### src/assert_macros.svh
// Shared assertion macros; every user module has clk and rst_n.
`ifndef ASSERT_MACROS_SVH
`define ASSERT_MACROS_SVH

// Property must hold at every clock edge outside reset.
`define ASSERT_CLK(label, prop, msg) \
    label: assert property (@(posedge clk) disable iff (!rst_n) prop) \
        else $error(msg);

// Condition must never be true outside reset.
`define ASSERT_NEVER(label, cond, msg) \
    label: assert property (@(posedge clk) disable iff (!rst_n) !(cond)) \
        else $error(msg);

`endif

### src/sem_pkg.sv
package sem_pkg;

    localparam int MAX_LINE_WIDTH   = 2048;
    localparam int MAX_FRAME_HEIGHT = 4096;

    localparam int COL_W  = $clog2(MAX_LINE_WIDTH);
    localparam int ROW_W  = $clog2(MAX_FRAME_HEIGHT);
    localparam int WID_W  = COL_W + 1;
    localparam int HGT_W  = ROW_W + 1;
    localparam int PIX_W  = 8;
    localparam int THR_W  = 8;
    localparam int CNT_W  = 24;
    localparam int CFG_W  = HGT_W;
    localparam int IDX_W  = 2;

    localparam logic [WID_W-1:0] WIDTH_MIN  = WID_W'(3);
    localparam logic [WID_W-1:0] WIDTH_MAX  = WID_W'(MAX_LINE_WIDTH);
    localparam logic [HGT_W-1:0] HEIGHT_MIN = HGT_W'(3);
    localparam logic [HGT_W-1:0] HEIGHT_MAX = HGT_W'(MAX_FRAME_HEIGHT);

    localparam logic [WID_W-1:0] WIDTH_RST  = WID_W'(640);
    localparam logic [HGT_W-1:0] HEIGHT_RST = HGT_W'(480);
    localparam logic [THR_W-1:0] THR_RST    = THR_W'(50);

    localparam logic [CNT_W-1:0] CNT_MAX = '1;
    localparam logic [PIX_W-1:0] MAG_MAX = '1;

    // Register indexes of the configuration port
    localparam logic [IDX_W-1:0] REG_IMAGE_WIDTH    = IDX_W'(0);
    localparam logic [IDX_W-1:0] REG_IMAGE_HEIGHT   = IDX_W'(1);
    localparam logic [IDX_W-1:0] REG_EDGE_THRESHOLD = IDX_W'(2);

    typedef logic [8:0][PIX_W-1:0] sem_win_t;

    typedef struct packed {
        logic [COL_W-1:0] col;
        logic [ROW_W-1:0] row;
        logic             frame_end;
    } sem_meta_t;

    // Item leaving the line-store stage
    typedef struct packed {
        logic             valid;
        logic             interior;
        sem_meta_t        meta;
        logic [PIX_W-1:0] up;
        logic [PIX_W-1:0] mid;
        logic [PIX_W-1:0] px;
    } sem_s1_t;

    // |Gx| + |Gy| of a 3x3 window, saturated to 8 bits.
    // Window index k*3+j: row k (0 = oldest), column j (0 = leftmost).
    function automatic logic [PIX_W-1:0] sem_magnitude(input sem_win_t p);
        logic [PIX_W+1:0]        gx_pos;
        logic [PIX_W+1:0]        gx_neg;
        logic [PIX_W+1:0]        gy_pos;
        logic [PIX_W+1:0]        gy_neg;
        logic signed [PIX_W+2:0] gx;
        logic signed [PIX_W+2:0] gy;
        logic [PIX_W+1:0]        ax;
        logic [PIX_W+1:0]        ay;
        logic [PIX_W+2:0]        sum;
        gx_pos = {2'b00, p[2]} + {1'b0, p[5], 1'b0} + {2'b00, p[8]};
        gx_neg = {2'b00, p[0]} + {1'b0, p[3], 1'b0} + {2'b00, p[6]};
        gy_pos = {2'b00, p[6]} + {1'b0, p[7], 1'b0} + {2'b00, p[8]};
        gy_neg = {2'b00, p[0]} + {1'b0, p[1], 1'b0} + {2'b00, p[2]};
        gx = signed'({1'b0, gx_pos}) - signed'({1'b0, gx_neg});
        gy = signed'({1'b0, gy_pos}) - signed'({1'b0, gy_neg});
        ax = gx[PIX_W+2] ? (PIX_W+2)'(-gx) : (PIX_W+2)'(gx);
        ay = gy[PIX_W+2] ? (PIX_W+2)'(-gy) : (PIX_W+2)'(gy);
        sum = {1'b0, ax} + {1'b0, ay};
        return (sum > (PIX_W+3)'(MAG_MAX)) ? MAG_MAX : sum[PIX_W-1:0];
    endfunction

endpackage

### src/sem_result.sv
`include "assert_macros.svh"

module sem_result (
    input  logic                        clk,
    input  logic                        rst_n,
    input  logic                        load,
    input  logic                        take,
    input  sem_pkg::sem_meta_t          s2_meta,
    input  sem_pkg::sem_win_t           win,
    input  logic [sem_pkg::THR_W-1:0]   threshold,
    output logic                        res_valid,
    output logic [sem_pkg::PIX_W-1:0]   magnitude,
    output logic                        is_edge,
    output logic [sem_pkg::COL_W-1:0]   out_column,
    output logic [sem_pkg::ROW_W-1:0]   out_row,
    output logic [sem_pkg::CNT_W-1:0]   edge_total,
    output logic                        frame_last
);
    import sem_pkg::*;

    logic             valid_reg, valid_next;
    logic [CNT_W-1:0] cnt_reg, cnt_next;
    logic [PIX_W-1:0] mag_reg;
    logic             edge_reg;
    logic [COL_W-1:0] col_reg;
    logic [ROW_W-1:0] row_reg;
    logic [CNT_W-1:0] total_reg;
    logic             last_reg;

    logic [PIX_W-1:0] mag;
    logic             edge_hit;
    logic [CNT_W-1:0] cnt_inc;

    assign mag      = sem_magnitude(win);
    assign edge_hit = mag > threshold;
    assign cnt_inc  = (edge_hit && (cnt_reg != CNT_MAX)) ? cnt_reg + CNT_W'(1) : cnt_reg;

    always_comb
    begin
        cnt_next = cnt_reg;
        if (load)
            cnt_next = s2_meta.frame_end ? '0 : cnt_inc;
    end

    always_comb
    begin
        valid_next = valid_reg;
        if (load)
            valid_next = 1'b1;
        else if (take)
            valid_next = 1'b0;
    end

    always_ff @(posedge clk or negedge rst_n)
    begin
        if (!rst_n)
        begin
            valid_reg <= 1'b0;
            cnt_reg   <= '0;
        end
        else
        begin
            valid_reg <= valid_next;
            cnt_reg   <= cnt_next;
        end
    end

    always_ff @(posedge clk)
    begin
        if (load)
        begin
            mag_reg   <= mag;
            edge_reg  <= edge_hit;
            col_reg   <= s2_meta.col - COL_W'(1);
            row_reg   <= s2_meta.row - ROW_W'(1);
            total_reg <= cnt_inc;
            last_reg  <= s2_meta.frame_end;
        end
    end

    assign res_valid  = valid_reg;
    assign magnitude  = mag_reg;
    assign is_edge    = edge_reg;
    assign out_column = col_reg;
    assign out_row    = row_reg;
    assign edge_total = total_reg;
    assign frame_last = last_reg;

    `ASSERT_CLK(res_frame_clear_a, (valid_reg && last_reg) |-> (cnt_reg == '0),
        "edge count not cleared after frame end")
    `ASSERT_NEVER(res_edge_count_a, valid_reg && edge_reg && (total_reg == '0),
        "edge result with zero running count")

endmodule

### config.mk
export PLATFORM = sky130hd
export DESIGN_NAME = sem_result
export DESIGN_NICKNAME = d
export VERILOG_FILES = /design/src/sem_pkg.sv /design/src/sem_result.sv
export VERILOG_INCLUDE_DIRS = /design/src /design/src/src
export SDC_FILE = /design/constraint.sdc
export NUM_CORES = 1
export LEC_CHECK = 0
export ABC_AREA = 1
export BUFFER_PORTS_ARGS = -buffer_cell sky130_fd_sc_hd__buf_2
export CAP_MARGIN = 0
export CORE_AREA = 2 2 88 174
export DETAILED_ROUTE_END_ITERATION = 6
export DIE_AREA = 0 0 90 176
export MAX_ROUTING_LAYER = met4
export PLACE_DENSITY = 0.78
export REMOVE_ABC_BUFFERS = 1
export SLEW_MARGIN = 20
export SYNTH_ARGS = -nofsm -noshare
export SYNTH_HDL_FRONTEND = slang
export SYNTH_SLANG_ARGS = --single-unit
### constraint.sdc
create_clock -name clk -period 6.4 [get_ports clk]
set_clock_uncertainty 0.1 [all_clocks]
set_input_delay 1.28 -clock clk [delete_from_list [all_inputs] [get_ports clk]]
set_output_delay 1.28 -clock clk [all_outputs]
set_load 0.03 [all_outputs]
Yosys cells after proc, flatten, opt, wreduce, memory -nomap -nowiden
Index checks and enable logic that the tools add are counted.
Storage, ports and cells
  register bits: 82
  bits in latches: 0
  bits in writable memories: 0
  bits in read-only memories: 0
  bits of input ports: 108
  output and inout bits: 58
  memories: 0
Operators by class
  $add $sub $neg: 16
  $mul: 0
  divide/modulo/power cells: 0
  magnitude comparators: 2
  equal/unequal tests: 1
  shift-type cells: 0
  multiplexer cells: 7
  bitwise operators: 0
  reductions and logical operators: 2
Operators with widths (number)
  24-bit 2-to-1 mux: 2
  10-bit by 8-bit adder with 10-bit output: 4
  8-bit by 9-bit adder with 10-bit output: 4
  24-bit by 1-bit adder with 24-bit output (second input constant): 1
  24-bit != test (second input constant): 1
  10-bit by 10-bit subtractor with 11-bit output: 2
  10-bit 2-to-1 mux: 2
  10-bit negator: 2
  12-bit by 1-bit subtractor with 12-bit output (second input constant): 1
  10-bit by 10-bit adder with 11-bit output: 1
  11-bit by 8-bit greater-than comparator with 1-bit output (second input constant): 1
  11-bit by 1-bit subtractor with 11-bit output (second input constant): 1
  8-bit greater-than comparator: 1
  8-bit 2-to-1 mux: 1
  1-bit 2-to-1 mux: 2
  2-bit nonzero test: 1
  1-bit logical AND: 1

Logic depth before layout (Yosys ltp)
  word-level depth: 12
  depth in mapped cells: 42
  gate-level depth less buffers: 41

Worst setup path after synthesis
No wires, ideal clock.
  path kind: input-to-reg
  from: in win[6] (netlist name)
  to: reg total_reg[13] (netlist: edge_total[13]), data pin
  setup time: 0.260 ns
  arrival time: 6.907 ns
  required time: 6.040 ns
  path slack: -0.866 ns
  stages on the path: 34
  path through: inv_1 > fa_1 > fa_1 > inv_1 > fa_1 > inv_1 > ha_1 > nand2_1 > inv_1 > a21oi_1 > nand2_1 > nand2_1 > nand2_1 > a21oi_1 > buf_2 > o21ai_0 > fa_1 > nand3_1 > nand2_1 > nand3_1 > nand3_1 > o21ai_0 > nand3_1 > nor2_1 > o21ai_0 > ha_1 > nand2_1 > o21ai_0 > nand2_1 > nand2_1 > nand3_4 > buf_6 > nand2_1 > o21ai_2
Between the ends
  longest elaborated chain between the ends: 11
  elaborated cells between the ends (all ways): 16
  classes of those cells: 9 x add/sub; 2 x order compare; 4 x mux; 1 x reduce/logical
Ends and longest elaborated chain
  start, declared: RTL line sem_result.sv:9  | input sem_pkg::sem_win_t win,
  8-bit by 9-bit adder with 10-bit output (on tied branches): RTL line sem_pkg.sv:64, sem_pkg.sv:66
  10-bit by 8-bit adder with 10-bit output (on tied branches): RTL line sem_pkg.sv:64, sem_pkg.sv:66
  10-bit by 10-bit subtractor with 11-bit output (on tied branches): RTL line sem_pkg.sv:67, sem_pkg.sv:68
  10-bit negator (on tied branches): RTL line sem_pkg.sv:69, sem_pkg.sv:70
  10-bit 2-to-1 mux (on tied branches): RTL line sem_pkg.sv:69, sem_pkg.sv:70
  10-bit by 10-bit adder with 11-bit output *: RTL line sem_pkg.sv:71  | sum = {1'b0, ax} + {1'b0, ay};
  11-bit by 8-bit greater-than comparator with 1-bit output: RTL line sem_pkg.sv:72  | return (sum > (PIX_W+3)'(MAG_MAX)) ? MAG_MAX : sum[PIX_W-1:0];
  8-bit 2-to-1 mux *: RTL line sem_pkg.sv:72
  named net mag[2]: RTL line sem_result.sv:30  | logic [PIX_W-1:0] mag;
  8-bit greater-than comparator *: RTL line sem_result.sv:35  | assign edge_hit = mag > threshold;
  1-bit logical AND *: RTL line sem_result.sv:36  | assign cnt_inc = (edge_hit && (cnt_reg != CNT_MAX)) ? cnt_reg + CNT_W'(1) : cnt_reg;
  24-bit 2-to-1 mux *: RTL line sem_result.sv:36
  named net cnt_inc[13]: RTL line sem_result.sv:32  | logic [CNT_W-1:0] cnt_inc;
  end signal, assigned: RTL line sem_result.sv:76  | total_reg <= cnt_inc;
  end, declared: RTL line sem_result.sv:27  | logic [CNT_W-1:0] total_reg;
The timed path passes the listed nets; every way through them passes the cells marked *.
A chain may end at the register's enable or synchronous reset.

Worst setup path in the final report
  from: in win[16] (netlist name)
  to: reg cnt_reg[13]
Between the ends
  longest elaborated chain between the ends: 12
  elaborated cells between the ends (all ways): 16
  classes of those cells: 8 x add/sub; 2 x order compare; 5 x mux; 1 x reduce/logical
Ends and longest elaborated chain
  8-bit by 9-bit adder with 10-bit output: RTL line sem_pkg.sv:63  | gx_pos = {2'b00, p[2]} + {1'b0, p[5], 1'b0} + {2'b00, p[8]};
  10-bit by 8-bit adder with 10-bit output: RTL line sem_pkg.sv:63
  10-bit by 10-bit subtractor with 11-bit output: RTL line sem_pkg.sv:67  | gx = signed'({1'b0, gx_pos}) - signed'({1'b0, gx_neg});
  10-bit negator: RTL line sem_pkg.sv:69  | ax = gx[PIX_W+2] ? (PIX_W+2)'(-gx) : (PIX_W+2)'(gx);
  10-bit 2-to-1 mux: RTL line sem_pkg.sv:69
  10-bit by 10-bit adder with 11-bit output *: RTL line sem_pkg.sv:71
  11-bit by 8-bit greater-than comparator with 1-bit output: RTL line sem_pkg.sv:72
  8-bit 2-to-1 mux *: RTL line sem_pkg.sv:72
  named net mag[7]: RTL line sem_result.sv:30
  8-bit greater-than comparator *: RTL line sem_result.sv:35
  1-bit logical AND *: RTL line sem_result.sv:36
  24-bit 2-to-1 mux *: RTL line sem_result.sv:36
  named net cnt_inc[13]: RTL line sem_result.sv:32
  24-bit 2-to-1 mux *: RTL line sem_result.sv:42  | cnt_next = s2_meta.frame_end ? '0 : cnt_inc;
  end signal, assigned: RTL line sem_result.sv:64  | cnt_reg <= cnt_next;
  end, declared: RTL line sem_result.sv:22  | logic [CNT_W-1:0] cnt_reg, cnt_next;
Marks and branches as above.

==> results.py <==
metrics = {
    "setup_path": {
        "crit_top_cell": "nand2_1",
        "slowest_delay_ns": 0.55,
        "worstPathRequired_ns": 6.57,
        "reg2reg_depth": 13,
        "critical_path.max_fanout": 8,
        "rr_endpoint": "cnt_reg[13]",
        "rrSetupSlack_ns": 3.81,
        "critPathLaunchType": "primary input",
        "end_kind": "flip-flop",
        "crit_start": "win[16]",
        "cp_data_arrival_time_ns": 7.31,
        "reg2reg_from": "cnt_reg[1]",
        "slowest_stage": "fa_2",
        "worst-setup-path-type": "in -> reg",
    },
    "timing": {
        "fin_crit_sh_pct": 112,
        "slew_viol_final": 0,
        "fin_crit_ns": 7.14,
        "fmax_mhz": 140,
        "max_slew_margin_pct": 26.5,
        "hold_viol": 0,
        "setup_viol": 50,
        "tightest_slew_ns": 1.10,
        "fin_ws_ns": -0.739,
        "rsz0062_at_grt": "yes",
    },
    "cts": {
        "cts_max_path_buffers": 2,
        "cts.clk_slew.worst_paths_ns": 0.06,
        "cts_hold_buf": 0,
        "ctsRootBufferMaster": "clkbuf_16",
        "cts.htree.levels": 3,
        "cts_sinks": 82,
        "clkLatencyLatePin_ns": 0.34,
        "cts_buffers": 9,
        "cts_tree": "yes",
    },
    "floorplan": {
        "chipWidth_um": 90,
        "core_area_mm2": 0.0144,
        "num_io_pins": 166,
        "rows": 62,
        "start_util_pct": 53.4,
        "dieHeight_um": 176,
        "die_area_mm2": 0.0158,
    },
    "finish": {
        "diodes": 0,
        "regArea_mm2": 0.00234,
        "drive_gt1_share_pct": 39.5,
        "multi_input_area_mm2": 0.00546,
        "nets": 1458,
        "fin_util_pct": 77.1,
        "area_growth_syn_to_layout_pct": 44.4,
        "fillCellCount": 933,
    },
    "global_route": {
        "antenna_found_initial": 0,
        "track_usage_pct": 28.1,
        "grt_max_degree": 60,
        "grt_pass1_wl_mm": 34.6,
        "gr-total-overflow": 0,
        "grt_pass1_vias": 7792,
    },
    "worst_hold_path": {
        "min_path_type": "reg -> reg",
        "min_delay_path_depth": 2,
        "hold_path_end": "res_valid",
        "hp-start": "res_valid",
    },
    "route": {
        "wl_mm": 23.1,
        "drt-wirelength-per-cell_um": 16.1,
        "drt-initial-drc-count": 342,
        "via_per_inst": 5.26,
        "vias": 7557,
        "dr.pass1.iters": 5,
        "drcViolationCount": 0,
        "antenna_left": 0,
    },
    "run_status": {
        "status": "complete, but fails checks",
        "violations": "setup timing",
    },
    "yosys": {
        "ys_seq_elements": 82,
        "syn_area_mm2": 0.00771,
        "avgSynthCellArea_um2": 8.09,
        "synth-edff-count": 57,
        "syn_inst": 952,
        "seq_area_frac_synth_pct": 30.3,
        "yosysUniqueCellTypes": 35,
        "yosysWarnings": 0,
        "ys_async_sr_fraction_pct": 30.5,
        "ys.flop_type": "edfxtp_1",
    },
    "place": {
        "portBuffers": 157,
        "dp_hpwl_mm": 15.2,
        "routabilityCongestion": 0.915,
    },
    "run": {
        "maxCapViolations": 0,
    },
}
-- final cells by class --
class,count,area share (%)
Multi-Input combinational cell,646,49.1
Clock inverter,6,0.304
Timing Repair Buffer,287,18.1
Clock buffer,10,2.06
Sequential cell,82,21.0
Tap cell,192,2.16
Inverter,214,7.29
-- through the flow --
step	hold slack (ns)	cell area, um2	setup WS (ns)	cells	setup TNS, ns
after floorplan	0.392	7640	-1.32	942	-62.22
after global placement	0.412	9370	-1.05	1381	-49.56
after detailed placement	0.418	9370	-1.16	1381	-54.22
after CTS	0.428	10600	-0.491	1425	-21.77
after global routing	0.452	11100	-0.939	1437	-41.66
final	0.421	11100	-0.739	1437	-31.73
-- worst max path at each step --
stage,endpoint,cells past startpoint
after floorplan,edge_total[16],32
after global placement,cnt_reg[4],38
after detailed placement,cnt_reg[13],39
after CTS,cnt_reg[18],36
after global routing,cnt_reg[13],36
final,cnt_reg[13],35
-- worst max-delay path, delay by kind of cell --
kind,cells,cell delay [ns]
simple gates,14,1.40
buf+inv,8,0.87
xor+xnor,1,0.22
compound gates,5,0.82
fa+ha+maj,7,2.69
-- kinds of logic after synthesis --
kind of cell               Yosys count  share of synthesized area, %
DFF                                 82                          30.3
and+or+nand+nor                    420                          23.2
buffers and inverters              224                          11.3
adders and majority gates          110                          24.0
xor gates and xnor gates            49                          5.57
AOI/OAI and AO/OA                   67                          5.67
-- cells in the final DEF, fill, tap and decap left out, types with 11 or more instances in the layout --
| master | n |
|---|---|
| ha_1 | 24 |
| a21oi_2 | 12 |
| nand2_2 | 28 |
| inv_2 | 27 |
| xor2_1 | 29 |
| buf_4 | 106 |
| fa_1 | 56 |
| nor2_1 | 44 |
| buf_2 | 152 |
| nand3_1 | 45 |
| ha_4 | 22 |
| clkbuf_16 | 11 |
| o21ai_4 | 15 |
| nand2_4 | 24 |
| nand2_1 | 217 |
| nor3_1 | 11 |
| dfrtp_1 | 25 |
| edfxtp_1 | 57 |
| inv_1 | 184 |
| o21ai_2 | 12 |
| nor2_2 | 12 |
| buf_6 | 19 |
| xnor2_1 | 12 |
| nand4_1 | 11 |
-- cells in the mapped netlist, drive strengths merged (3+ instances only) --
cell type  number  area (um2)
a31oi           3        18.8
a21oi          21         105
edfxtp         57        1710
dfrtp          25         626
xor2           33         289
buf             5        46.3
xnor2          16         140
nand3b          4        30.0
clkbuf          5        18.8
nand4          11        68.8
fa             63        1260
ha             47         588
nand2         269        1040
inv           214         803
nor2           59         224
nor3           15        91.3
nand3          55         288
o21ai          37         268
-- repair_timing --
action / CTS / global route
setup buffers: 24 / 19
pin swaps: 45 / 63
gates cloned: 4 / 2
endpoints found under the setup margin: 49 / 50
resized for setup: 146 / 105
-- layer usage --
layer / part of all wire (%) / global-route usage [%] / up-vias
li1: - / - / 3514
met3: 4.6 / 2.82 / 129
met1: 30 / 24.0 / 3553
met4: 7.4 / 18.0 / 0
met5: 0 / - / -
met2: 58 / 56.2 / 361
Power is left out: the tool's default activity adds up to more than one toggle a clock period on the data nets, which glitch-free logic cannot reach.
