===== src/assert_macros.svh =====
// Shared assertion macros; every user module has clk and rst_n.
`ifndef ASSERT_MACROS_SVH
`define ASSERT_MACROS_SVH

// Property must hold at every clock edge outside reset.
`define ASSERT_CLK(label, prop, msg) \
    label: assert property (@(posedge clk) disable iff (!rst_n) prop) \
        else $error(msg);

// Condition must never be true outside reset.
`define ASSERT_NEVER(label, cond, msg) \
    label: assert property (@(posedge clk) disable iff (!rst_n) !(cond)) \
        else $error(msg);

`endif


===== src/sem_pkg.sv =====
package sem_pkg;

    localparam int MAX_LINE_WIDTH   = 2048;
    localparam int MAX_FRAME_HEIGHT = 4096;

    localparam int COL_W  = $clog2(MAX_LINE_WIDTH);
    localparam int ROW_W  = $clog2(MAX_FRAME_HEIGHT);
    localparam int WID_W  = COL_W + 1;
    localparam int HGT_W  = ROW_W + 1;
    localparam int PIX_W  = 8;
    localparam int THR_W  = 8;
    localparam int CNT_W  = 24;
    localparam int CFG_W  = HGT_W;
    localparam int IDX_W  = 2;

    localparam logic [WID_W-1:0] WIDTH_MIN  = WID_W'(3);
    localparam logic [WID_W-1:0] WIDTH_MAX  = WID_W'(MAX_LINE_WIDTH);
    localparam logic [HGT_W-1:0] HEIGHT_MIN = HGT_W'(3);
    localparam logic [HGT_W-1:0] HEIGHT_MAX = HGT_W'(MAX_FRAME_HEIGHT);

    localparam logic [WID_W-1:0] WIDTH_RST  = WID_W'(640);
    localparam logic [HGT_W-1:0] HEIGHT_RST = HGT_W'(480);
    localparam logic [THR_W-1:0] THR_RST    = THR_W'(50);

    localparam logic [CNT_W-1:0] CNT_MAX = '1;
    localparam logic [PIX_W-1:0] MAG_MAX = '1;

    // Register indexes of the configuration port
    localparam logic [IDX_W-1:0] REG_IMAGE_WIDTH    = IDX_W'(0);
    localparam logic [IDX_W-1:0] REG_IMAGE_HEIGHT   = IDX_W'(1);
    localparam logic [IDX_W-1:0] REG_EDGE_THRESHOLD = IDX_W'(2);

    typedef logic [8:0][PIX_W-1:0] sem_win_t;

    typedef struct packed {
        logic [COL_W-1:0] col;
        logic [ROW_W-1:0] row;
        logic             frame_end;
    } sem_meta_t;

    // Item leaving the line-store stage
    typedef struct packed {
        logic             valid;
        logic             interior;
        sem_meta_t        meta;
        logic [PIX_W-1:0] up;
        logic [PIX_W-1:0] mid;
        logic [PIX_W-1:0] px;
    } sem_s1_t;

    // |Gx| + |Gy| of a 3x3 window, saturated to 8 bits.
    // Window index k*3+j: row k (0 = oldest), column j (0 = leftmost).
    function automatic logic [PIX_W-1:0] sem_magnitude(input sem_win_t p);
        logic [PIX_W+1:0]        gx_pos;
        logic [PIX_W+1:0]        gx_neg;
        logic [PIX_W+1:0]        gy_pos;
        logic [PIX_W+1:0]        gy_neg;
        logic signed [PIX_W+2:0] gx;
        logic signed [PIX_W+2:0] gy;
        logic [PIX_W+1:0]        ax;
        logic [PIX_W+1:0]        ay;
        logic [PIX_W+2:0]        sum;
        gx_pos = {2'b00, p[2]} + {1'b0, p[5], 1'b0} + {2'b00, p[8]};
        gx_neg = {2'b00, p[0]} + {1'b0, p[3], 1'b0} + {2'b00, p[6]};
        gy_pos = {2'b00, p[6]} + {1'b0, p[7], 1'b0} + {2'b00, p[8]};
        gy_neg = {2'b00, p[0]} + {1'b0, p[1], 1'b0} + {2'b00, p[2]};
        gx = signed'({1'b0, gx_pos}) - signed'({1'b0, gx_neg});
        gy = signed'({1'b0, gy_pos}) - signed'({1'b0, gy_neg});
        ax = gx[PIX_W+2] ? (PIX_W+2)'(-gx) : (PIX_W+2)'(gx);
        ay = gy[PIX_W+2] ? (PIX_W+2)'(-gy) : (PIX_W+2)'(gy);
        sum = {1'b0, ax} + {1'b0, ay};
        return (sum > (PIX_W+3)'(MAG_MAX)) ? MAG_MAX : sum[PIX_W-1:0];
    endfunction

endpackage


===== src/sem_window.sv =====
`include "assert_macros.svh"

module sem_window (
    input  logic                 clk,
    input  logic                 rst_n,
    input  sem_pkg::sem_s1_t     s1,
    input  logic                 s1_adv,
    input  logic                 load,
    output logic                 s2_valid,
    output sem_pkg::sem_meta_t   s2_meta,
    output sem_pkg::sem_win_t    win
);
    import sem_pkg::*;

    sem_win_t  win_reg, win_next;
    logic      valid_reg, valid_next;
    sem_meta_t meta_reg;

    // Shift one column left in each row, new column enters at the right
    always_comb
    begin
        win_next = win_reg;
        if (s1_adv)
        begin
            for (int k = 0; k < 3; k++)
            begin
                win_next[k*3+0] = win_reg[k*3+1];
                win_next[k*3+1] = win_reg[k*3+2];
            end
            win_next[2] = s1.up;
            win_next[5] = s1.mid;
            win_next[8] = s1.px;
        end
    end

    always_comb
    begin
        valid_next = valid_reg;
        if (s1_adv)
            valid_next = s1.interior;
        else if (load)
            valid_next = 1'b0;
    end

    always_ff @(posedge clk or negedge rst_n)
    begin
        if (!rst_n)
        begin
            win_reg   <= '0;
            valid_reg <= 1'b0;
        end
        else
        begin
            win_reg   <= win_next;
            valid_reg <= valid_next;
        end
    end

    always_ff @(posedge clk)
    begin
        if (s1_adv)
            meta_reg <= s1.meta;
    end

    assign s2_valid = valid_reg;
    assign s2_meta  = meta_reg;
    assign win      = win_reg;

    `ASSERT_CLK(win_hold_a, (valid_reg && !load) |=> $stable(win_reg),
        "window moved under a waiting item")

endmodule


===== config.mk =====
export PLATFORM = sky130hd
export DESIGN_NAME = sem_window
export DESIGN_NICKNAME = d
export VERILOG_FILES = /design/src/sem_pkg.sv /design/src/sem_window.sv
export VERILOG_INCLUDE_DIRS = /design/src /design/src/src
export SDC_FILE = /design/constraint.sdc
export NUM_CORES = 1
export LEC_CHECK = 0
export BUFFER_PORTS_ARGS = -buffer_cell sky130_fd_sc_hd__buf_4
export CAP_MARGIN = 25
export CORE_MARGIN = 8
export CORE_UTILIZATION = 51
export CTS_CLUSTER_SIZE = 12
export DETAILED_ROUTE_END_ITERATION = 8
export GPL_TIMING_DRIVEN = 0
export PLACE_DENSITY = 0.84
export SETUP_SLACK_MARGIN = 0.05
export SYNTH_ARGS = -nofsm -noshare
export SYNTH_HDL_FRONTEND = slang
export SYNTH_SLANG_ARGS = --single-unit

===== constraint.sdc =====
create_clock -name clk -period 1.3 [get_ports clk]
set_clock_uncertainty 0.15 [all_clocks]
set_input_delay 0.195 -clock clk [delete_from_list [all_inputs] [get_ports clk]]
set_output_delay 0.195 -clock clk [all_outputs]
set_load 0.02 [all_outputs]

After elaboration in Yosys (flattened, before gate mapping)
Index checks and enable logic that the tools add are counted.
W data, S select, Z words.

word-level totals
  memory bits (writable) = 0
  output and inout bits = 97
  memories kept = 0
  memory bits (read-only) = 0
  bits in latches = 0
  input port bits = 54
  flip-flop bits (word level) = 97
  word-level logic and storage cells = 16

cells by class
  equal/unequal tests = 0
  shift-type cells = 0
  magnitude comparators = 0
  reduce and logical (&&, ||, !) cells = 1
  bitwise gates (word level) = 0
  mux-type cells = 2
  multipliers = 0
  add/sub/neg operators = 0
  divide/modulo/power cells = 0

operators by type and width
  operator            count
  $mux W1             2
  $reduce_bool A2 Y1  1

Logic depth before layout (Yosys ltp)
Gate-level depths: netlist of the first run.

  word-level depth = 2
  mapped depth = 4
  gate-level depth less buffers = 2

Least setup slack after synthesis of the first run
Ideal clock, no wire load.

  kind = input -> register
  start = in s1_adv
  end = reg win_reg, in the netlist win[10]
  stages = 3
  data arrival time = 785 ps
  path slack = 240 ps
  setup time = 125 ps
  cells stage by stage = buf_6 buf_6 mux2_4

RTL lines
  item                  RTL line          text
  from (decl)           sem_window.sv:7   input logic s1_adv,
  to (signal assigned)  sem_window.sv:54  win_reg <= win_next;
  to (decl)             sem_window.sv:15  sem_win_t win_reg, win_next;

No word-level cell between the ends.

Final worst setup path of the first run
  start = reg win_reg, in the netlist win[63]
  end = out win[63] (netlist bit)

RTL lines
  item       RTL line          text
  to (decl)  sem_window.sv:11  output sem_pkg::sem_win_t win

No word-level cell between the ends.

==> results, run 1 <==
- The core region area is between 7000 and 8000 um2.
- The final reports fail on hold timing.
- Dividing the detail-routed wire length by the instance count gives roughly 23 um.
- The distinct cell type count of the synthesized netlist is 8.
- The height of the chip is between 100 and 150 um.
- The max-slew violation total from the final report was 0.
- Routability-driven placement finished with a final weighted congestion of a little over 0.7.
- Global routing finished with a remaining overflow of 0.
- The average cell area after synthesis is 20.5 um2.
- The final-report hold violation count is 73.
- The area growth from synthesis to layout is 78.4%.
- By count the netlist is led by 73 x dfrtp_1, 58 x mux2_4, 24 x edfxtp_1, 14 x mux2_2, 7 x buf_6.
- The number of antenna violations at the first check in global routing is 2.
- Of the total synthesized cell area, the portion taken by AND, OR, NAND and NOR gates is 0.00102.
- The met3 track utilization from global routing is 0.0546.
- The met1 usage in global routing is 0.227.
- The DRC violation total after the first TritonRoute iteration is ~120.
- The number of global-route vias before repair came to ~3000.
- The detailed-router iteration count before antenna repair is 4.
- The total leakage power is around 0.0032 uW.
- The first global-routing pass estimated ~17 mm of wire.
- The buffers plus inverters on the worst setup path is 1.
- The share of the yosys chip area belonging to registers is 0.694.
- The HPWL after detailed placement is just over 6 mm.
- The largest fanout of any net on the critical path is 3.
- The die covers between 10000 and 15000 um2.
- The number of antenna-violating nets in the routed design is 0.
- The initial cell density of the core is 0.517.
- In this run the power density over the cells is roughly 1300 nW/um2.
- The clock latency on the worst-skew pair is between 0.3 and 0.4 ns.
- The worst setup path is launched from a flip-flop.
- The number of nets handed over by synthesis was roughly 230.
- For this run, global-route usage on met2 was measured as 0.401.
- The clock tree from TritonCTS is yes.
- The I/O pin count is roughly 150.
- For this run, asynchronously set or reset flops after synthesis account for 0.753.
- The required time at the endpoint of the critical path is between 0.9 and 1 ns.
- Of the total synthesized cell area, the portion taken by XOR and XNOR cells is 0.
- The critical path goes through buf_6.
- The path category of the worst min-delay check is primary input to async pin.
- After detailed routing, the number of remaining DRC violations is 0.
- The final wirelength is 13.0 mm.
- The floorplan row count is 31.
- The arrival time reported for the critical path endpoint is 0.94 ns.
- Setup repair after global routing could not meet its margin everywhere.
- In this run, CTS created clock tree buffers numbering 9.
- The most frequently used flop master after synthesis is dfrtp_1.
- The clock transition at the register clock pins on the worst setup and hold paths after CTS is 0.10 ns.
- The fraction of post-synthesis cell area in the top cell type by area is 0.497.
- The area of the mapped netlist is 3670 um2.
- IR analysis of the VDD net gives a maximum drop of roughly 0.0008 V.
- The clock period could shrink to 1.29 ns.
- The synthesized design contains just under 100 register bits.
- In this run the deepest clock path goes through 2 buffers.
- The total via count after detailed routing is 2843.
- The gate family responsible for the most delay along the worst path is flip-flops.
- The power after layout is 8680 uW.
- The main combinational cell family by area after synthesis is multiplexers.
- The total number of nets in the final design is approximately 530.
- Yosys printed 0 warnings.
- The clock tree root buffer cell is clkbuf_8.
- Across the run, the number of max-cap violations was 0.
- By area the synthesized netlist is led by dfrtp_1 50%, mux2_4 24%, edfxtp_1 20%, mux2_2 4.3%, buf_6 2.1%.
- The number of setup violations in the final report is 0.
- Clock tree synthesis found a total of a little under 100 sinks.
- Dividing the detail-routed via count by the number of cells gives 4.93.
- The H-tree generated during clock tree synthesis spans 3 levels.
- The total global routing track utilization is 0.217.
- The most instantiated library cell after synthesis is dfrtp_1.
- The share of the synthesized area in compound gates (AO/OA/AOI/OAI) came to 0.00239.
- Hold timing on the final database bottoms out at a slack of -0.188 ns.
- For this run, the slowest stage of the critical path takes ~0.44 ns.
- The largest net degree at the start of global routing is 74.
- The cell type contributing the most total cell area after synthesis is dfrtp_1.
- The flow ran to the end, but the final reports show violations.
- The critical path class is flip-flop to output port.
- The fraction of final layout cells sized beyond drive strength 1 is 0.683.
- The layer with the highest usage is met2.
- The layout has 231 filler cells.
- The synthesized instance count is 179.
- At the pin with the least slew margin, the transition time is ~0.92 ns.
- The post-synthesis adder-cell area fraction is 0.
- The number of enable-type register cells in the synthesized netlist is 24.
- The top achievable clock speed is 778 MHz.
- Input and output buffers added on the ports amount to around 150.
- The worst register-to-register path has a depth of 3.
- Measured against its own limit, the worst slew margin works out to 0.389.
- STA classifies the critical path endpoint as an output port.
- Of the post-synthesis cell area, the part taken by muxes is 0.280.
- The number of flip-flops in the largest register is 72.
- The total number of cells along the worst setup path is 1.
- The hold-fix buffer count after cts is 50.
- For this run, the share of the core covered by cells in the final layout is 0.923.
- The horizontal die dimension is between 100 and 150 um.
- Among all stages on the critical path, the largest delay is contributed by dfrtp_1.
- Of the available clock period, the critical path in the final layout requires 0.989.
-- repair_timing --
item | in CTS | in global routing
resized for setup | 53 | 41
endpoints found under the setup margin | 75 | 95
setup buffers | 55 | 27
pin swaps | 0 | 0
hold endpoints to repair | 122 | 73
-- cell type report --
cell class	count	area, um2	area share
sequential	97	2550	0.389
clock buffer	11	131	0.0200
timing repair buffer	281	2590	0.395
antenna	2	5.00	0.000764
buffer	8	83.8	0.0128
tap	99	124	0.0189
clock inverter	5	32.5	0.00496
multi-input combinational	74	1040	0.159
-- cell usage in the layout (no fill, tap or decap) --
cell type      netlist  layout
edfxtp_1            24      24
clkinv_2             0       2
a22o_1               1       1
dlygate4sd3_1        0      50
clkinvlp_4           0       3
buf_4                0     137
dfrtp_1             73      73
buf_2                1       1
mux2_2              14      14
nor2_1               1       1
clkbuf_8             0       9
diode_2              0       2
mux2_4              58      58
buf_6                7     101
clkbuf_1             0       2
-- per-stage QoR --
| stage | TNS [ns] | instance area (um2) | hold slack (ns) | setup WS, ns | cells |
|---|---|---|---|---|---|
| CTS | 0 | 6190 | -0.157 | 0.0191 | 548 |
| floorplan | 0 | 3670 | -0.251 | 0.240 | 179 |
| global route | -0.0486 | 6550 | -0.117 | -0.0161 | 577 |
| global placement | -13.29 | 4910 | 0.221 | -0.207 | 427 |
| detailed placement | -13.78 | 4910 | 0.225 | -0.216 | 427 |
| finish | 0 | 6550 | -0.188 | 0.0145 | 577 |
-- worst paths after layout --
path	startpoint	to	slack, ns
max in group asynchronous	rst_n	win[14]	0.58
worst min-delay path	rst_n	win[27]	-0.19
worst min register to register	win[5]	win[5]	0.39
worst max register to register	win[45]	win[45]	0.07
worst max-delay path	win[63]	win[63]	0.01
min in group clk	s1_adv	s2_meta[18]	0.12
-- logic make-up after synthesis --
kind of cell,Yosys count
flip-flops,97
multiplexers,72
AO/OA/AOI/OAI,1
AND/OR/NAND/NOR,1
buffers and inverters,8
-- per-layer routing --
| metal | up-vias | share of wire |
|---|---|---|
| met5 | - | 0 |
| li1 | 1226 | - |
| met1 | 1467 | 0.37 |
| met2 | 120 | 0.55 |
| met4 | 0 | 0.032 |
| met3 | 30 | 0.053 |
-- power by group --
part           total, uW  internal [uW]  switching (uW)
registers           3860           3530             332
clock network       1780            693            1080
logic               3040           1800            1240
Note: power is estimated with default switching activity, not from simulation.
==> inputs of run 2 (changes only) <==
--- a/config.mk
+++ b/config.mk
@@ -13,7 +13,7 @@
 export CTS_CLUSTER_SIZE = 12
 export DETAILED_ROUTE_END_ITERATION = 8
 export GPL_TIMING_DRIVEN = 0
-export PLACE_DENSITY = 0.84
+export PLACE_DENSITY_LB_ADDON = 0.08
 export SETUP_SLACK_MARGIN = 0.05
 export SYNTH_ARGS = -nofsm -noshare
 export SYNTH_HDL_FRONTEND = slang
==> run 2 against run 1 <==
  * The run now fails in global routing
  * Synthesized area stayed put
  * Synthesized cell count stayed put
==> results, run 2 <==
- The number of placed instances, taps included, is 427.
- Ranked by total cell area, the synthesized netlist is headed by dfrtp_1 50%, mux2_4 24%, edfxtp_1 20%, mux2_2 4.3%, buf_6 2.1%.
- The longest clock path from root to sink contains 2 buffers.
- The number of flip-flops and latches in the synthesized netlist is a little under 100.
- The number of warnings reported in the yosys synthesis log is 0.
- After synthesis, the share of flip-flops with an asynchronous set or reset is 0.753.
- At the end of routability-driven placement, the weighted congestion stood at about 0.69.
- Clock tree synthesis selected as its root buffer the cell clkbuf_8.
- In the synthesized netlist, the cells that appear most often are 73 x dfrtp_1, 58 x mux2_4, 24 x edfxtp_1, 14 x mux2_2, 7 x buf_6.
- The synthesized netlist contains 8 unique library cells.
- The CTS buffer count is 9.
- Measured along the x axis, the die boundary spans around 100 um.
- The most instantiated library cell after synthesis is dfrtp_1.
- The clock net in this run drives a total of between 90 and 100 sinks.
- The die is 101 um tall.
- Row generation in the floorplan step produced 31 rows.
- The fraction of post-synthesis cell area in the top cell type by area is 0.497.
- The endpoint with the least setup slack after the last global-route repair is s2_meta[5].
- The I/O pin count is around 150.
- For this run, the register share of the synthesized area comes to 0.694.
- The count of buffers from port buffering is 149.
- After synthesis the cells add up to about 3700 um2.
- The run stopped with a tool error.
- The average cell area after synthesis is approximately 21 um2.
- The initial cell density of the core is 0.517.
- In this run the number of H-tree levels came out at 3.
- The number of antenna violations at the first check in global routing is 1.
- Once detailed placement completed, the half-perimeter wirelength came to 6.04 mm.
- The stage where the run came to a stop is global routing.
- Yosys mapped a number of flops with a built-in enable equal to 24.
- Among all flip-flop cells after synthesis, the most frequent one is dfrtp_1.
- The first error in the log reads "[ERROR DPL-0033] detailed placement checks failed during check placement".
- The synthesized instance count is around 180.
- Of all cell types, the one taking the most synthesized area is dfrtp_1.
- The largest net degree at the start of global routing is 74.
- The kind of the worst endpoint is a top-level output.
- The synthesized netlist net count is ~230.
-- run 2: cells by family after synthesis --
| family | Yosys count | synth area share |
|---|---|---|
| AO/OA/AOI/OAI | 1 | 0.00239 |
| multiplexers | 72 | 0.280 |
| flip-flops | 97 | 0.694 |
| AND/OR/NAND/NOR | 1 | 0.00102 |
| buffers and inverters | 8 | 0.0228 |
-- run 2: repair_timing --
item                                    4_1_cts
gates cloned                                  0
hold buffers                                 49
endpoints found under the hold margin       122
buffers inserted                             59
gates resized for setup                      47
endpoints found under the setup margin       73
-- run 2: through the flow --
| stage | hold slack, ns | TNS (ns) | area, um2 | setup WS, ns | utilization |
|---|---|---|---|---|---|
| CTS | -0.154 | 0 | 6200 | 0.0333 | 0.873 |
| detailed placement | 0.225 | -14.67 | 4910 | -0.230 | 0.692 |
| global placement | 0.223 | -14.24 | 4910 | -0.224 | 0.692 |
| floorplan | -0.251 | 0 | 3670 | 0.240 | - |
==> inputs of run 3 (changes only) <==
--- a/config.mk
+++ b/config.mk
@@ -9,12 +9,10 @@
 export BUFFER_PORTS_ARGS = -buffer_cell sky130_fd_sc_hd__buf_4
 export CAP_MARGIN = 25
 export CORE_MARGIN = 8
-export CORE_UTILIZATION = 51
-export CTS_CLUSTER_SIZE = 12
+export CORE_UTILIZATION = 40
 export DETAILED_ROUTE_END_ITERATION = 8
 export GPL_TIMING_DRIVEN = 0
-export PLACE_DENSITY_LB_ADDON = 0.08
-export SETUP_SLACK_MARGIN = 0.05
+export PLACE_DENSITY_LB_ADDON = 0.15
 export SYNTH_ARGS = -nofsm -noshare
 export SYNTH_HDL_FRONTEND = slang
 export SYNTH_SLANG_ARGS = --single-unit
==> run 3 against run 2 <==
  * The flow now finishes, with violations (hold timing)
==> results, run 3 (synthesis gave the netlist of run 1 again) <==
- In the global route stage, overall resource usage came out at 0.148.
- The worst setup path is launched from a flip-flop.
- The clock tree synthesis step divided the H-tree into 3 levels.
- The detailed router finished its first iteration with 84 violations.
- Summing all multi-input logic gate instances after layout gives ~1000 um2.
- The final-report hold violation count is 73.
- The library cells used most frequently in the layout, excluding fill and tap cells, are 161 x buf_4, 73 x dfrtp_1, 58 x mux2_4.
- The buffers plus inverters on the worst setup path is 1.
- The final reports fail on hold timing.
- The pre-CTS setup slack is -0.254 ns.
- Setup repair after global routing could not meet its margin everywhere.
- The maximum count of clock buffers along a single path is 2.
- In the final routing, the length of wire on met1 measures 3.99 mm.
- IR analysis of the VDD net gives a maximum drop of just over 0.0009 V.
- The power density over cell area is between 1000 and 1500 nW/um2.
- The core region area is around 9100 um2.
- Clock latency on the worst-skew pair, taken at its later pin, is 0.35 ns.
- The largest net degree at the start of global routing is 74.
- On the worst path, the slowest cell contributes a delay of 0.43 ns.
- In the final layout, the share of cells above drive strength 1 is 0.655.
- The I/O pin count is around 150.
- The clock tree from TritonCTS is yes.
- For this design, the slowest cell found on the critical path is dfrtp_1.
- Setup violations remaining at the end of the flow were counted as 0.
- The transition time of the tightest slew-check pin is a little over 0.9 ns.
- The placed instances occupy a cell area of about 5000 um2.
- The number of maximum-capacitance constraint violations is 0.
- The detail route stage leaves a number of antenna-violating nets equal to 0.
- In the post-route analysis, the smallest setup slack over all paths is ~0.026 ns.
- The clock transition at the register clock pins on the worst setup and hold paths after CTS is around 0.10 ns.
- Walking the worst path, the cells encountered are buf_6.
- In this run the tool buffered the top-level ports with ~150 buffer cells.
- The run finished, with violations left.
- After detailed routing, the average wire length per cell comes to 17.6 um.
- For this configuration, the core starts out at a cell density of 0.405.
- The clock tree root buffer cell is clkbuf_8.
- The total number of cells along the worst setup path is 1.
- The total leakage power is just under 0.003 uW.
- The final design area excluding fillers is about 6000 um2.
- From bottom edge to top edge, the die measures between 100 and 150 um.
- The horizontal die dimension is roughly 110 um.
- The number of flip-flops in the largest register is 72.
- After detailed routing, the total wire length is ~9.5 mm.
- The highest metal layer carrying signal wires in the routed design is met4.
- The number of vias per cell after detailed routing is ~4.5.
- The first global-routing pass estimated 14.8 mm of wire.
- The worst slew margin relative to its limit is 0.393.
- The required time at the endpoint of the critical path is around 0.95 ns.
- The total die area is ~13000 um2.
- Leaving out fill and tap cells, the most frequent cell in the layout is buf_4.
- The detailed router placed between 2000 and 2500 vias in this run.
- The count of clock tree sinks is 97.
- The floorplan row count is 35.
- The number of global-route vias before repair is around 2600.
- The top achievable clock speed is around 790 MHz.
- The number of remaining DRC errors is 0.
- The detailed-router iteration count before antenna repair is 4.
- The period utilization is 0.980.
- The largest fanout of any net on the critical path is 3.
- The min-delay analysis places its worst path in the category primary input to async pin.
- The weighted congestion at the end of routability-driven global placement is roughly 0.71.
- Counting cells, the worst reg-to-reg path comes to 3.
- The routed design uses approximately 4.7 mm of met2 wire.
- 0 antenna diodes ended up in the layout.
- The share of the core filled with cells in the final layout is 0.660.
- Including well taps, the total number of placed cells is ~440.
- The area growth from synthesis to layout is 62.9%.
- The HPWL after detailed placement is a little over 6 mm.
- After detailed routing, the met3 layer carries around 730 um of wire.
- At the end of the flow, the number of nets in the layout was slightly below 500.
- The worst path needs approximately 1.3 ns of the cycle, external delays included.
- Leaving out filler cells and counting taps, the final layout contains 543.
- The CTS buffer count is 9.
- The number of antenna violations at the first check in global routing is 0.
- The critical path class is flip-flop to output port.
- The max-slew violation total from the final report is 0.
- The gate family responsible for the most delay along the worst path is flip-flops.
- STA classifies the critical path endpoint as an output port.
- In the final layout, flip-flops and latches occupy 2550 um2.
- The number of hold buffers added after CTS was 50.
- The aggregate global routing overflow is 0.
- The layout has around 640 filler cells.
- For the worst setup path, the data arrival time is approximately 0.93 ns.
- The worst hold slack is -0.170 ns.
-- run 3: cell type report --
type / instances / area share
Timing Repair Buffer: 237 / 0.335
Sequential cell: 97 / 0.426
Clock inverter: 7 / 0.00732
Multi-Input combinational cell: 74 / 0.174
Clock buffer: 9 / 0.0207
Tap cell: 111 / 0.0232
Buffer: 8 / 0.0140
-- run 3: worst paths after layout --
path	start	end	slack [ns]
setup reg to reg	win[61]	win[61]	0.11
hold reg to reg	win[6]	win[6]	0.37
hold / removal	rst_n	win[32]	-0.17
min in group clk	s1_adv	s2_meta[18]	0.12
max in group asynchronous	rst_n	win[6]	0.60
setup / recovery	win[17]	win[17]	0.03
-- run 3: timing repair --
| action | 4_1_cts | 5_1_grt |
|---|---|---|
| resized for setup | 0 | 26 |
| setup endpoints to repair | 7 | 50 |
| endpoints found under the hold margin | 122 | 73 |
| buffers inserted | 7 | 31 |
| pin swaps | 0 | 0 |
-- run 3: per-layer routing --
layer / global-route usage / vias up
met5: 0 / -
met4: 0.0492 / 0
met3: 0.0525 / 10
met2: 0.236 / 91
met1: 0.184 / 1214
li1: - / 1135
-- run 3: metrics by stage --
stage               total power, uW  setup TNS [ns]
global placement               5820          -15.62
detailed placement             5850          -16.42
CTS                            7770               0
global route                   8320          -0.126
floorplan                      4870               0
finish                         7950               0
-- run 3: power by group --
group	switching, uW	total, uW	internal (uW)
logic	1040	2440	1390
clock network	1040	1730	698
registers	261	3790	3520
total	2340	7950	5610
